--- src/hw/rtl/i2a_pkg.sv ---
package i2a_pkg;

    // Default sizes
    localparam int BUFFER_CHARS_DEF = 32;
    localparam int VALUE_BITS_DEF   = 64;

    // Limits on output length, width and precision
    localparam int MAX_OUT   = 32;
    localparam int LIMIT_MAX = 32;

    // Radix codes
    localparam logic [1:0] BASE_DEC = 2'd0;
    localparam logic [1:0] BASE_HEX = 2'd1;
    localparam logic [1:0] BASE_OCT = 2'd2;
    localparam logic [1:0] BASE_BIN = 2'd3;

    // ASCII characters
    localparam logic [7:0] CH_ZERO    = 8'h30;
    localparam logic [7:0] CH_LOWER_A = 8'h61;
    localparam logic [7:0] CH_UPPER_A = 8'h41;
    localparam logic [7:0] CH_LOWER_X = 8'h78;
    localparam logic [7:0] CH_UPPER_X = 8'h58;
    localparam logic [7:0] CH_LOWER_B = 8'h62;
    localparam logic [7:0] CH_MINUS   = 8'h2d;
    localparam logic [7:0] CH_PLUS    = 8'h2b;
    localparam logic [7:0] CH_SPACE   = 8'h20;

    // Sequencer states
    typedef enum logic [3:0] {
        ST_IDLE,
        ST_CONV,
        ST_DIGIT,
        ST_FILL,
        ST_TRIM,
        ST_PFX_X,
        ST_PFX_0,
        ST_SIGN,
        ST_SETUP,
        ST_EMIT
    } state_t;

    // Saturate a 6-bit width or precision to the limit
    function automatic logic [5:0] sat_limit(input logic [5:0] v);
        sat_limit = (v > 6'(LIMIT_MAX)) ? 6'(LIMIT_MAX) : v;
    endfunction

    // Map one digit value to its ASCII character
    function automatic logic [7:0] digit_char(input logic [3:0] d, input logic upper);
        if (d < 4'd10) begin
            digit_char = CH_ZERO + {4'd0, d};
        end else begin
            digit_char = (upper ? CH_UPPER_A : CH_LOWER_A) + {4'd0, d} - 8'd10;
        end
    endfunction

endpackage

--- src/hw/rtl/integer_to_ascii_formatter_top.sv ---
// Steps: in decimal the shift-add-3 converter runs over every value bit, then digits and fill
// zeros are written one at a time, then fill end, trim, two prefix steps with the alternate form,
// sign and setup; characters then leave one per cycle while m_tready does not stall the output.
// A new request is taken only when the sequencer is idle, so not before every character of the
// previous request has been loaded into the output register.
// Reset: synchronous active-low aresetn returns the sequencer to idle and empties the output.
module integer_to_ascii_formatter_top #(
    parameter int BUFFER_CHARS = i2a_pkg::BUFFER_CHARS_DEF,
    parameter int VALUE_BITS   = i2a_pkg::VALUE_BITS_DEF
) (
    input  logic        aclk,
    input  logic        aresetn,
    // Request beat
    input  logic        s_tvalid,
    output logic        s_tready,
    // tdata from bit 0: magnitude[63:0], is_negative, precision[5:0], precision_given,
    // field_width[5:0], zero_pad, left_align, plus_sign, space_sign, alt_form, upper_case
    input  logic [87:0] s_tdata,
    // tuser from bit 0: base_code[1:0]
    input  logic [1:0]  s_tuser,
    // Character beat
    output logic        m_tvalid,
    input  logic        m_tready,
    // tdata from bit 0: out_char[7:0]
    output logic [7:0]  m_tdata,
    // tlast: last_char
    output logic        m_tlast
);

    localparam int CAP        = (BUFFER_CHARS < 32) ? BUFFER_CHARS : 32;
    localparam int LEN_W      = $clog2(CAP + 1);
    localparam int IDX_W      = $clog2(CAP);
    localparam int DEC_DIGITS = (VALUE_BITS * 30103) / 100000 + 1;
    localparam int WORK_W     = 4 * DEC_DIGITS;
    localparam int BIT_W      = $clog2(VALUE_BITS);

    i2a_pkg::state_t state_reg, state_next;

    // Request fields
    logic [VALUE_BITS-1:0] bin_reg, bin_next;
    logic [WORK_W-1:0]     work_reg, work_next;
    logic [BIT_W-1:0]      bit_cnt_reg, bit_cnt_next;
    logic                  neg_reg, plus_reg, space_reg, alt_reg, upper_reg;
    logic                  zp_reg, left_reg, pgiven_reg, zero_reg;
    logic [1:0]            base_reg;
    logic [5:0]            prec_reg, wid_reg;

    // Character buffer and emission counters
    logic [7:0]       buf_reg [CAP];
    logic             buf_we;
    logic [7:0]       buf_wdata;
    logic [LEN_W-1:0] len_reg, len_next;
    logic [5:0]       total_reg, total_next;
    logic [5:0]       lead_reg, lead_next;
    logic [5:0]       pos_reg, pos_next;

    // Output register
    logic       m_tvalid_reg, m_tvalid_next;
    logic [7:0] m_tdata_reg, m_tdata_next;
    logic       m_tlast_reg, m_tlast_next;

    // Shared conditions
    logic                  s_beat, out_free, len_lt_cap, sign_any, conv_done;
    logic                  fill_go, digit_more, skip_digits, in_dec, in_zero;
    logic [5:0]            lenx, in_prec, in_wid;
    logic [3:0]            dig;
    logic [WORK_W-1:0]     work_sh, work_dd;
    logic [LEN_W-1:0]      len_trim;
    logic [5:0]            emit_k, total_calc;
    logic [5:0]            rd_full;
    logic [7:0]            sign_char;

    assign s_tready   = (state_reg == i2a_pkg::ST_IDLE);
    assign s_beat     = s_tvalid && s_tready;
    assign out_free   = !m_tvalid_reg || m_tready;
    assign lenx       = 6'(len_reg);
    assign len_lt_cap = (len_reg < LEN_W'(CAP));
    assign sign_any   = neg_reg || plus_reg || space_reg;
    assign conv_done  = (bit_cnt_reg == BIT_W'(VALUE_BITS - 1));
    assign fill_go    = len_lt_cap && ((lenx < prec_reg) || (zp_reg && (lenx < wid_reg)));
    assign skip_digits = pgiven_reg && zero_reg;
    assign in_dec     = (s_tuser == i2a_pkg::BASE_DEC);
    assign in_zero    = (s_tdata[VALUE_BITS-1:0] == '0);
    assign in_prec    = i2a_pkg::sat_limit(s_tdata[70:65]);
    assign in_wid     = i2a_pkg::sat_limit(s_tdata[77:72]);

    // Take the low digit and shift it out of the work register
    always_comb begin
        case (base_reg)
            i2a_pkg::BASE_OCT: begin
                dig     = {1'b0, work_reg[2:0]};
                work_sh = work_reg >> 3;
            end
            i2a_pkg::BASE_BIN: begin
                dig     = {3'b000, work_reg[0]};
                work_sh = work_reg >> 1;
            end
            default: begin
                dig     = work_reg[3:0];
                work_sh = work_reg >> 4;
            end
        endcase
    end
    assign digit_more = (work_sh != '0) && ((len_reg + LEN_W'(1)) < LEN_W'(CAP));

    // One shift-add-3 step over every BCD digit
    always_comb begin
        logic [WORK_W-1:0] adj;
        adj = work_reg;
        for (int d = 0; d < DEC_DIGITS; d++) begin
            if (work_reg[4*d +: 4] >= 4'd5) begin
                adj[4*d +: 4] = work_reg[4*d +: 4] + 4'd3;
            end
        end
        work_dd = {adj[WORK_W-2:0], bin_reg[VALUE_BITS-1]};
    end

    // Prefix trimming rule
    always_comb begin
        len_trim = len_reg;
        if (!pgiven_reg && (len_reg != '0) && ((lenx == prec_reg) || (lenx == wid_reg))) begin
            len_trim = len_reg - LEN_W'(1);
            if ((len_trim != '0) && (base_reg == i2a_pkg::BASE_HEX)) begin
                len_trim = len_trim - LEN_W'(1);
            end
        end
    end

    always_comb begin
        if (neg_reg) begin
            sign_char = i2a_pkg::CH_MINUS;
        end else if (plus_reg) begin
            sign_char = i2a_pkg::CH_PLUS;
        end else begin
            sign_char = i2a_pkg::CH_SPACE;
        end
    end

    assign total_calc = (zp_reg && !left_reg) ? lenx : ((wid_reg > lenx) ? wid_reg : lenx);
    assign emit_k     = pos_reg - lead_reg;
    assign rd_full    = lenx - 6'd1 - emit_k;

    // Next state
    always_comb begin
        state_next = state_reg;
        unique case (state_reg)
            i2a_pkg::ST_IDLE: begin
                if (s_beat) begin
                    if (in_dec) begin
                        state_next = i2a_pkg::ST_CONV;
                    end else if (s_tdata[71] && in_zero) begin
                        state_next = i2a_pkg::ST_FILL;
                    end else begin
                        state_next = i2a_pkg::ST_DIGIT;
                    end
                end
            end
            i2a_pkg::ST_CONV: begin
                if (conv_done) begin
                    state_next = skip_digits ? i2a_pkg::ST_FILL : i2a_pkg::ST_DIGIT;
                end
            end
            i2a_pkg::ST_DIGIT: begin
                if (!digit_more) begin
                    state_next = i2a_pkg::ST_FILL;
                end
            end
            i2a_pkg::ST_FILL: begin
                if (left_reg || !fill_go) begin
                    state_next = i2a_pkg::ST_TRIM;
                end
            end
            i2a_pkg::ST_TRIM:  state_next = alt_reg ? i2a_pkg::ST_PFX_X : i2a_pkg::ST_SIGN;
            i2a_pkg::ST_PFX_X: state_next = i2a_pkg::ST_PFX_0;
            i2a_pkg::ST_PFX_0: state_next = i2a_pkg::ST_SIGN;
            i2a_pkg::ST_SIGN:  state_next = i2a_pkg::ST_SETUP;
            i2a_pkg::ST_SETUP: begin
                state_next = (total_calc == 6'd0) ? i2a_pkg::ST_IDLE : i2a_pkg::ST_EMIT;
            end
            i2a_pkg::ST_EMIT: begin
                if (out_free && (pos_reg == total_reg - 6'd1)) begin
                    state_next = i2a_pkg::ST_IDLE;
                end
            end
            default: state_next = i2a_pkg::ST_IDLE;
        endcase
    end

    // Datapath and output
    always_comb begin
        bin_next      = bin_reg;
        work_next     = work_reg;
        bit_cnt_next  = bit_cnt_reg;
        len_next      = len_reg;
        total_next    = total_reg;
        lead_next     = lead_reg;
        pos_next      = pos_reg;
        buf_we        = 1'b0;
        buf_wdata     = i2a_pkg::CH_ZERO;
        m_tvalid_next = m_tvalid_reg && !m_tready;
        m_tdata_next  = m_tdata_reg;
        m_tlast_next  = m_tlast_reg;
        unique case (state_reg)
            i2a_pkg::ST_IDLE: begin
                bin_next     = s_tdata[VALUE_BITS-1:0];
                work_next    = in_dec ? '0 : WORK_W'(s_tdata[VALUE_BITS-1:0]);
                bit_cnt_next = '0;
                len_next     = '0;
            end
            i2a_pkg::ST_CONV: begin
                work_next    = work_dd;
                bin_next     = bin_reg << 1;
                bit_cnt_next = bit_cnt_reg + BIT_W'(1);
            end
            i2a_pkg::ST_DIGIT: begin
                buf_we    = 1'b1;
                buf_wdata = i2a_pkg::digit_char(dig, upper_reg);
                work_next = work_sh;
                len_next  = len_reg + LEN_W'(1);
            end
            i2a_pkg::ST_FILL: begin
                if (!left_reg && fill_go) begin
                    buf_we   = 1'b1;
                    len_next = len_reg + LEN_W'(1);
                end
            end
            i2a_pkg::ST_TRIM: begin
                if (alt_reg) begin
                    len_next = len_trim;
                end
            end
            i2a_pkg::ST_PFX_X: begin
                if (len_lt_cap &&
                    (base_reg == i2a_pkg::BASE_HEX || base_reg == i2a_pkg::BASE_BIN)) begin
                    buf_we    = 1'b1;
                    buf_wdata = (base_reg == i2a_pkg::BASE_BIN) ? i2a_pkg::CH_LOWER_B :
                                (upper_reg ? i2a_pkg::CH_UPPER_X : i2a_pkg::CH_LOWER_X);
                    len_next  = len_reg + LEN_W'(1);
                end
            end
            i2a_pkg::ST_PFX_0: begin
                if (len_lt_cap) begin
                    buf_we   = 1'b1;
                    len_next = len_reg + LEN_W'(1);
                end
            end
            i2a_pkg::ST_SIGN: begin
                if (len_lt_cap && sign_any) begin
                    buf_we    = 1'b1;
                    buf_wdata = sign_char;
                    len_next  = len_reg + LEN_W'(1);
                end
            end
            i2a_pkg::ST_SETUP: begin
                total_next = total_calc;
                lead_next  = (left_reg || zp_reg) ? 6'd0 : total_calc - lenx;
                pos_next   = 6'd0;
            end
            i2a_pkg::ST_EMIT: begin
                if (out_free) begin
                    m_tvalid_next = 1'b1;
                    m_tlast_next  = (pos_reg == total_reg - 6'd1);
                    if ((pos_reg < lead_reg) || (emit_k >= lenx)) begin
                        m_tdata_next = i2a_pkg::CH_SPACE;
                    end else begin
                        m_tdata_next = buf_reg[rd_full[IDX_W-1:0]];
                    end
                    pos_next = pos_reg + 6'd1;
                end
            end
            default: begin
                len_next = '0;
            end
        endcase
    end

    // Control registers
    always_ff @(posedge aclk) begin
        if (!aresetn) begin
            state_reg    <= i2a_pkg::ST_IDLE;
            m_tvalid_reg <= 1'b0;
        end else begin
            state_reg    <= state_next;
            m_tvalid_reg <= m_tvalid_next;
        end
    end

    // Latch request fields on the input beat
    always_ff @(posedge aclk) begin
        if (s_beat) begin
            neg_reg    <= s_tdata[64];
            prec_reg   <= in_prec;
            pgiven_reg <= s_tdata[71];
            zp_reg     <= s_tdata[78];
            left_reg   <= s_tdata[79];
            plus_reg   <= s_tdata[80];
            space_reg  <= s_tdata[81];
            alt_reg    <= s_tdata[82] && !in_zero;
            upper_reg  <= s_tdata[83];
            base_reg   <= s_tuser;
            zero_reg   <= in_zero;
            if (!s_tdata[79] && (in_wid != 6'd0) && s_tdata[78] &&
                (s_tdata[64] || s_tdata[80] || s_tdata[81])) begin
                wid_reg <= in_wid - 6'd1;
            end else begin
                wid_reg <= in_wid;
            end
        end
    end

    // Payload registers
    always_ff @(posedge aclk) begin
        bin_reg     <= bin_next;
        work_reg    <= work_next;
        bit_cnt_reg <= bit_cnt_next;
        len_reg     <= len_next;
        total_reg   <= total_next;
        lead_reg    <= lead_next;
        pos_reg     <= pos_next;
        m_tdata_reg <= m_tdata_next;
        m_tlast_reg <= m_tlast_next;
        if (buf_we) begin
            buf_reg[len_reg[IDX_W-1:0]] <= buf_wdata;
        end
    end

    assign m_tvalid = m_tvalid_reg;
    assign m_tdata  = m_tdata_reg;
    assign m_tlast  = m_tlast_reg;

    // Checks
    a_emit_in_range: assert property (@(posedge aclk) disable iff (!aresetn)
        (state_reg == i2a_pkg::ST_EMIT) |-> (pos_reg < total_reg))
        else $error("emission position past request length");

    a_len_cap: assert property (@(posedge aclk) disable iff (!aresetn)
        (state_reg != i2a_pkg::ST_IDLE) |-> (len_reg <= LEN_W'(CAP)))
        else $error("buffer length beyond capacity");

    a_total_max: assert property (@(posedge aclk) disable iff (!aresetn)
        (state_reg == i2a_pkg::ST_EMIT) |-> (total_reg <= 6'(i2a_pkg::MAX_OUT)))
        else $error("request longer than output limit");

    a_busy_after_beat: assert property (@(posedge aclk) disable iff (!aresetn)
        s_beat |=> (state_reg != i2a_pkg::ST_IDLE))
        else $error("sequencer idle right after request beat");

endmodule

--- config.mk ---
export PLATFORM = sky130hd
export DESIGN_NAME = integer_to_ascii_formatter_top
export DESIGN_NICKNAME = d
export VERILOG_FILES = /design/src/hw/rtl/i2a_pkg.sv /design/src/hw/rtl/integer_to_ascii_formatter_top.sv
export SDC_FILE = /design/constraint.sdc
export NUM_CORES = 1
export LEC_CHECK = 0
export ABC_AREA = 1
export BUFFER_PORTS_ARGS = -buffer_cell sky130_fd_sc_hd__clkbuf_2
export CAP_MARGIN = 10
export CORE_MARGIN = 2
export CORE_UTILIZATION = 30
export DETAILED_ROUTE_END_ITERATION = 10
export HOLD_SLACK_MARGIN = 0.03
export PLACE_DENSITY = 0.46
export SYNTH_ARGS = -nofsm -noshare
export SYNTH_HDL_FRONTEND = slang
export SYNTH_SLANG_ARGS = --single-unit
--- constraint.sdc ---
create_clock -name aclk -period 5.96 [get_ports aclk]
set_input_delay 0.596 -clock aclk [delete_from_list [all_inputs] [get_ports aclk]]
set_output_delay 0.596 -clock aclk [all_outputs]
set_load 0.005 [all_outputs]
Word-level counts from Yosys, hierarchy flattened. Memories as Yosys holds them, arrays and structs flattened. A register that Yosys moved wholly into a read port is not among the register bits. Index checks and enable logic that the tools add are counted.

Bits in writable memories: 256. Flip-flop bits (word level): 203. Input bits: 94. Memories: 1.

Memory list: buf_reg (words 32, bits a word 8, read ports 1, clocked after Yosys merged registers in 1, write ports 1, line integer_to_ascii_formatter_top.sv:49) `logic [7:0] buf_reg [CAP];`.

Muxes and demuxes: 69. Reductions and logical operators: 53. Bitwise operators: 1. Equality and inequality tests: 28. Add/sub/neg operators: 33. Order comparisons: 30.

Operators by type and width (count): $pmux W80 S3 (1); $pmux W79 S2 (1); $pmux W64 S2 (1); $mux W4 (27); $mux W6 (15); $ge A4 B3 Y1 const B (20); $reduce_bool A80 Y1 (1); $add A4 B2 Y4 const B (19); $logic_not A64 Y1 (1); $mux W64 (1); $pmux W6 S7 (1); $pmux W4 S10 (1); $pmux W6 S2 (2); $pmux W8 S3 (1); $sub A6 B1 Y6 const B (4); $ne A2 B2 Y1 const B (11); $logic_and A1 B1 Y1 (19); $add A6 B1 Y6 const B (3); $eq A6 B6 Y1 (3); $lt A6 B6 Y1 (3); $reduce_bool A6 Y1 (3); $eq A4 B3 Y1 const B (4); $mux W8 (2); $gt A6 B6 Y1 const B (2); 35 further kinds (68).

Depth between registers and ports, before layout.
Depth in word-level cells: 9. Gate-level depth with buffers: 20.

Worst setup path after synthesis. No wires, ideal clock.

Path type: register to register. Start point: register state_reg[3]. End point: register bin_reg[0] (enable). Data arrival time: 3500 ps. Setup slack: 1962 ps. Stages on the path, launching flop included: 4. Path buffers: 0. Setup time: 498 ps. Clock period less this slack: 3998 ps. Path through: dfxtp_1 > nor2_1 > inv_1 > nor2_1.

Cells in the longest elaborated chain, start to end: 2.

RTL lines: start, declared (line integer_to_ascii_formatter_top.sv:37) `i2a_pkg::state_t state_reg, state_next;`; start signal, assigned (line integer_to_ascii_formatter_top.sv:280) `state_reg <= i2a_pkg::ST_IDLE;`; start signal, assigned (line integer_to_ascii_formatter_top.sv:283) `state_reg <= state_next;`; $eq A4 B1 Y1 or $logic_not A4 Y1 (tied branches) (line integer_to_ascii_formatter_top.sv:203) `unique case (state_reg)`; $reduce_bool A2 Y1 (no line) (*); end signal, assigned (line integer_to_ascii_formatter_top.sv:313) `bin_reg <= bin_next;`; end, declared (line integer_to_ascii_formatter_top.sv:40) `logic [VALUE_BITS-1:0] bin_reg, bin_next;`.

Every way passes the cells marked *; elsewhere a longest branch is shown, timed or not. A chain may end at the register's enable or synchronous reset.

Worst setup path after layout.
Start point: register len_reg[0]. End point: register m_tdata_reg[3] (netlist: m_tdata[3]) (data pin).

Cells in the longest elaborated chain, start to end: 2.

RTL lines: start, declared (line integer_to_ascii_formatter_top.sv:52) `logic [LEN_W-1:0] len_reg, len_next;`; start signal, assigned (line integer_to_ascii_formatter_top.sv:316) `len_reg <= len_next;`; $sub A6 B1 Y6 or $ge A6 B6 Y1 (tied branches) (line integer_to_ascii_formatter_top.sv:141, integer_to_ascii_formatter_top.sv:263); $sub A5 B5 Y5 or $logic_or A1 B1 Y1 (tied branches) (line integer_to_ascii_formatter_top.sv:141, integer_to_ascii_formatter_top.sv:263); end signal, assigned (line integer_to_ascii_formatter_top.sv:320) `m_tdata_reg <= m_tdata_next;`; end, declared (line integer_to_ascii_formatter_top.sv:59) `logic [7:0] m_tdata_reg, m_tdata_next;`.

Several ways; a longest one is shown, not always the timed one.

==> key figures <==
Final layout
  • Commonest non-fill, non-tap cell in the layout: nand2_1
  • Final Cell Area: between 0.02 and 0.03 mm2
  • Fill count: between 8k and 9k
  • Multi-input logic area: roughly 0.0096 mm2
  • Max reg flops: 224
  • Nets: 2,931
  • ANT cells: 0
  • Commonest cells after routing, fill and taps aside: nand2_1 (454), edfxtp_1 (429), nor2_1 (400)
  • Reg area: ~0.013 mm2
  • Share of cells above drive strength 1: 8.41%
  • Synthesis-to-layout area growth: 13.1%

Yosys
  • Synth Register Bits: approximately 430
  • Synthesized area: 0.0243 mm2
  • Sequential fraction of the synthesis area: 53.5%
  • Synth unique cells: a little under 50
  • Post-Syn Nets: roughly 2.9k
  • Post-synth EDFFs: around 430
  • Post-synthesis async set-or-reset flop share: 0%
  • Synth Instances: 2,692
  • Avg Inst Size Synth: roughly 9.0 um2
  • Syn. warnings: 0
  • Main synth FF type: edfxtp_1

STA
  • Clock Skew: roughly 39 ps
  • Hold WS: around 160 ps
  • Shortest period the worst path allows: roughly 4200 ps
  • Slew headroom: 21.7%
  • Final critical-path share of the clock period: between 70% and 80%
  • Fmax: ~240 MHz
  • RSZ-0062 raised after global routing: no
  • Setup TNS: 0 ps
  • Final hold vios: 0
  • Final setup vio count: 0
  • Max Slew Vio Count: 0
  • Least-Margin Pin Slew: approximately 1200 ps
  • Worst setup margin: 1730 ps

Placement
  • Dpl hpwl: slightly below 50,000 um
  • Placed cell areas: ~0.026 mm2
  • GPL Wtd Cong: roughly 0.87
  • Setup WS pre-CTS: approximately 1700 ps
  • Port bufs: 99

Floorplan
  • Std-Cell Core Area: 0.0803 mm2
  • Initial core utilization: between 30% and 40%
  • Die footprint: a little over 0.08 mm2
  • Die Y-Extent: around 290 um
  • Ports: between 100 and 150
  • DIE WIDTH: 288 um
  • Num rows: between 100 and 150

Power
  • Reg power frac: a little over a third
  • Max VDD drop: 290 uV
  • Gate power share: 43.1%
  • Total design power: 14,000 uW
  • Pwr Density: 509 mW/mm2
  • P_leak: about 0.011 uW
  • Int Pwr: 7900 uW
  • Clock group share of total power: a little over a fifth
  • NetSw: slightly above 6000 uW
  • Sw Ratio: between 40% and 50%

Worst setup path
  • CP startpoint kind: register
  • Worst-path cell chain: inv_1, ha_1, inv_1, fa_2, buf_4, o21ai_0, o32ai_1, nand2_1, o21ai_0, inv_1, o21ai_0, nand2_1, a21oi_1
  • Worst Path Required: around 6400 ps
  • Buffers plus inverters on the worst setup path: 4
  • CP peak stage delay: 990 ps
  • Setup CP Type: reg -> reg
  • Worst Reg-to-Reg Cells: 13
  • Reg-to-Reg Start: len_reg[0]
  • Worst path arrival time: 4680 ps
  • Worst reg-to-reg setup slack: 1730 ps
  • Max FO, Critical Path: 29
  • Slowest stage cell, crit path: fa_2
  • Crit. End Element: register
  • Crit-path leading delay family: adder cells
  • R2r endpoint: m_tdata[3]

GRT
  • Initial antenna violation count: 1
  • Largest net degree at the start of global routing: 90
  • Global-route usage over all layers: roughly 17%
  • First-pass GRT wire length: 112,000 um
  • Vias in the first global route: ~19k
  • Grt ovf: 0

Clocking
  • CTS Sinks: ~430
  • PostCTS Resize Cnt: 0
  • Reg clk slew, reported paths: approximately 60 ps
  • # H-tree levels: 2
  • TritonCTS clock tree: built
  • Clock Tree Buf Depth: 3
  • Post-CTS setup buffer count: 0
  • CTS Buf Count: 50
  • Hold_buf cts: 0
  • Root Buffer: clkbuf_16
  • Worst skew pair latency: approximately 620 ps

Route
  • 1st-iter DRT viols: roughly 1.4k
  • DRC viols: 0
  • Total number of vias: 19.6k
  • Vias per cell: just over 5
  • Drt pass-1 iters: 5
  • Routed wire per std cell: 18.9 um
  • Post-route ant nets: 0
  • Final WL: ~73,000 um

Hold path
  • Hold EP: upper_reg
  • HP Class: in -> reg
  • Hold path depth: 1
  • Hold Crit Start: s_tdata[83]

Status
  • Outcome: completed

Flow run
  • Max_cap viols: 0
-- power groups by stage --
stage	registers [uW]	clock network [uW]	logic (uW)
2_1_floorplan	4770	0	4200
3_3_place_gp	4930	0	5960
3_5_place_dp	4940	0	6030
4_1_cts	4880	3150	6060
5_1_grt	4970	3260	6830
6_report	4890	3070	6030
-- synthesized netlist by cell type, types with 2 or more instances --
library cell  count  area share [%]
nor3_1           16            0.33
nand2_1         455             7.0
buf_1             8            0.12
o211ai_1         39             1.2
xnor2_1           9            0.32
nand4_1          30            0.77
or2_2             4            0.10
a21oi_1          80             1.6
ha_1             88             4.5
o22ai_1           7            0.18
nor3_2            4            0.16
a32o_1            5            0.21
o311ai_0         46             1.7
o21ai_0         272             5.6
nand3_1         225             4.6
buf_6             3            0.14
a2111oi_0         2           0.072
o21a_1            4            0.12
buf_4             8            0.25
dfxtp_1           5            0.41
inv_1           316             4.9
and3_1            2           0.052
nor2_1          404             6.2
fa_1              3            0.25
o221ai_1          4            0.14
edfxtp_1        429              53
buf_2            38            0.78
nor4_1            2           0.052
xor2_2            2            0.13
nand2_2           2           0.052
o2111ai_1         6            0.22
xor2_1           20            0.72
o32ai_1          56             2.0
nor3b_1           6            0.19
clkbuf_1         72             1.1
inv_2             4           0.062
o31ai_1           2           0.062
a31oi_1           3           0.077
-- kinds of logic (layout without fill, tap and decap cells) --
group / count (synthesis) / in the layout / share of synthesized area [%]
other: 1 / 1 / 0.0155
XOR/XNOR: 31 / 31 / 1.18
AND/OR/NAND/NOR: 1151 / 1151 / 19.7
buffers and inverters: 451 / 542 / 7.39
adder cells (fa/ha/maj): 91 / 91 / 4.78
flip-flops: 434 / 434 / 53.5
AO/OA/AOI/OAI: 533 / 533 / 13.5
-- how the worst max path moves through the flow --
stage,from,end,slack [ps],depth (start not counted)
floorplan,state_reg[3],bin_reg[0],1960,3
global placement,len_reg[0],m_tdata[3],1700,13
detailed placement,len_reg[0],m_tdata[6],1710,13
CTS,len_reg[0],m_tdata[6],1680,13
global route,len_reg[0],m_tdata[3],1410,13
finish,len_reg[0],m_tdata[3],1730,13
-- stage by stage --
stage,cells,utilization (%)
after global placement,3754,32.2
after detailed placement,3754,32.2
after global routing,3843,34.2
final,3843,34.2
after floorplan,2692,-
after CTS,3843,34.2
-- layout make-up --
cell class	count	share of cell area, %
Clock buffer	58	4.67
Clock inverter	31	1.20
Inverter	321	4.40
Multi-Input combinational cell	1807	34.8
Sequential cell	434	47.3
Tap cell	1060	4.83
Timing Repair Buffer	132	2.80
-- worst reg2reg max path, stage by stage, from the launching register on --
cell and delay, ps:
edfxtp_1 730, inv_1 290, ha_1 380, inv_1 120
fa_2 990, buf_4 360, o21ai_0 120, o32ai_1 180
nand2_1 80, o21ai_0 120, inv_1 60, o21ai_0 360
nand2_1 120, a21oi_1 170
-- per-layer routing --
metal | part of all wire, % | global-route usage [%] | wire length [um] | vias to the layer above
met3 | 3.9 | 1.91 | 2800 | 117
met5 | 0 | 0 | 0 | -
met1 | 44 | 22.4 | 32000 | 9506
met2 | 49 | 30.2 | 35900 | 480
met4 | 2.7 | 5.39 | 1980 | 0
li1 | - | - | - | 9466
(Power assumes the default switching activity.)
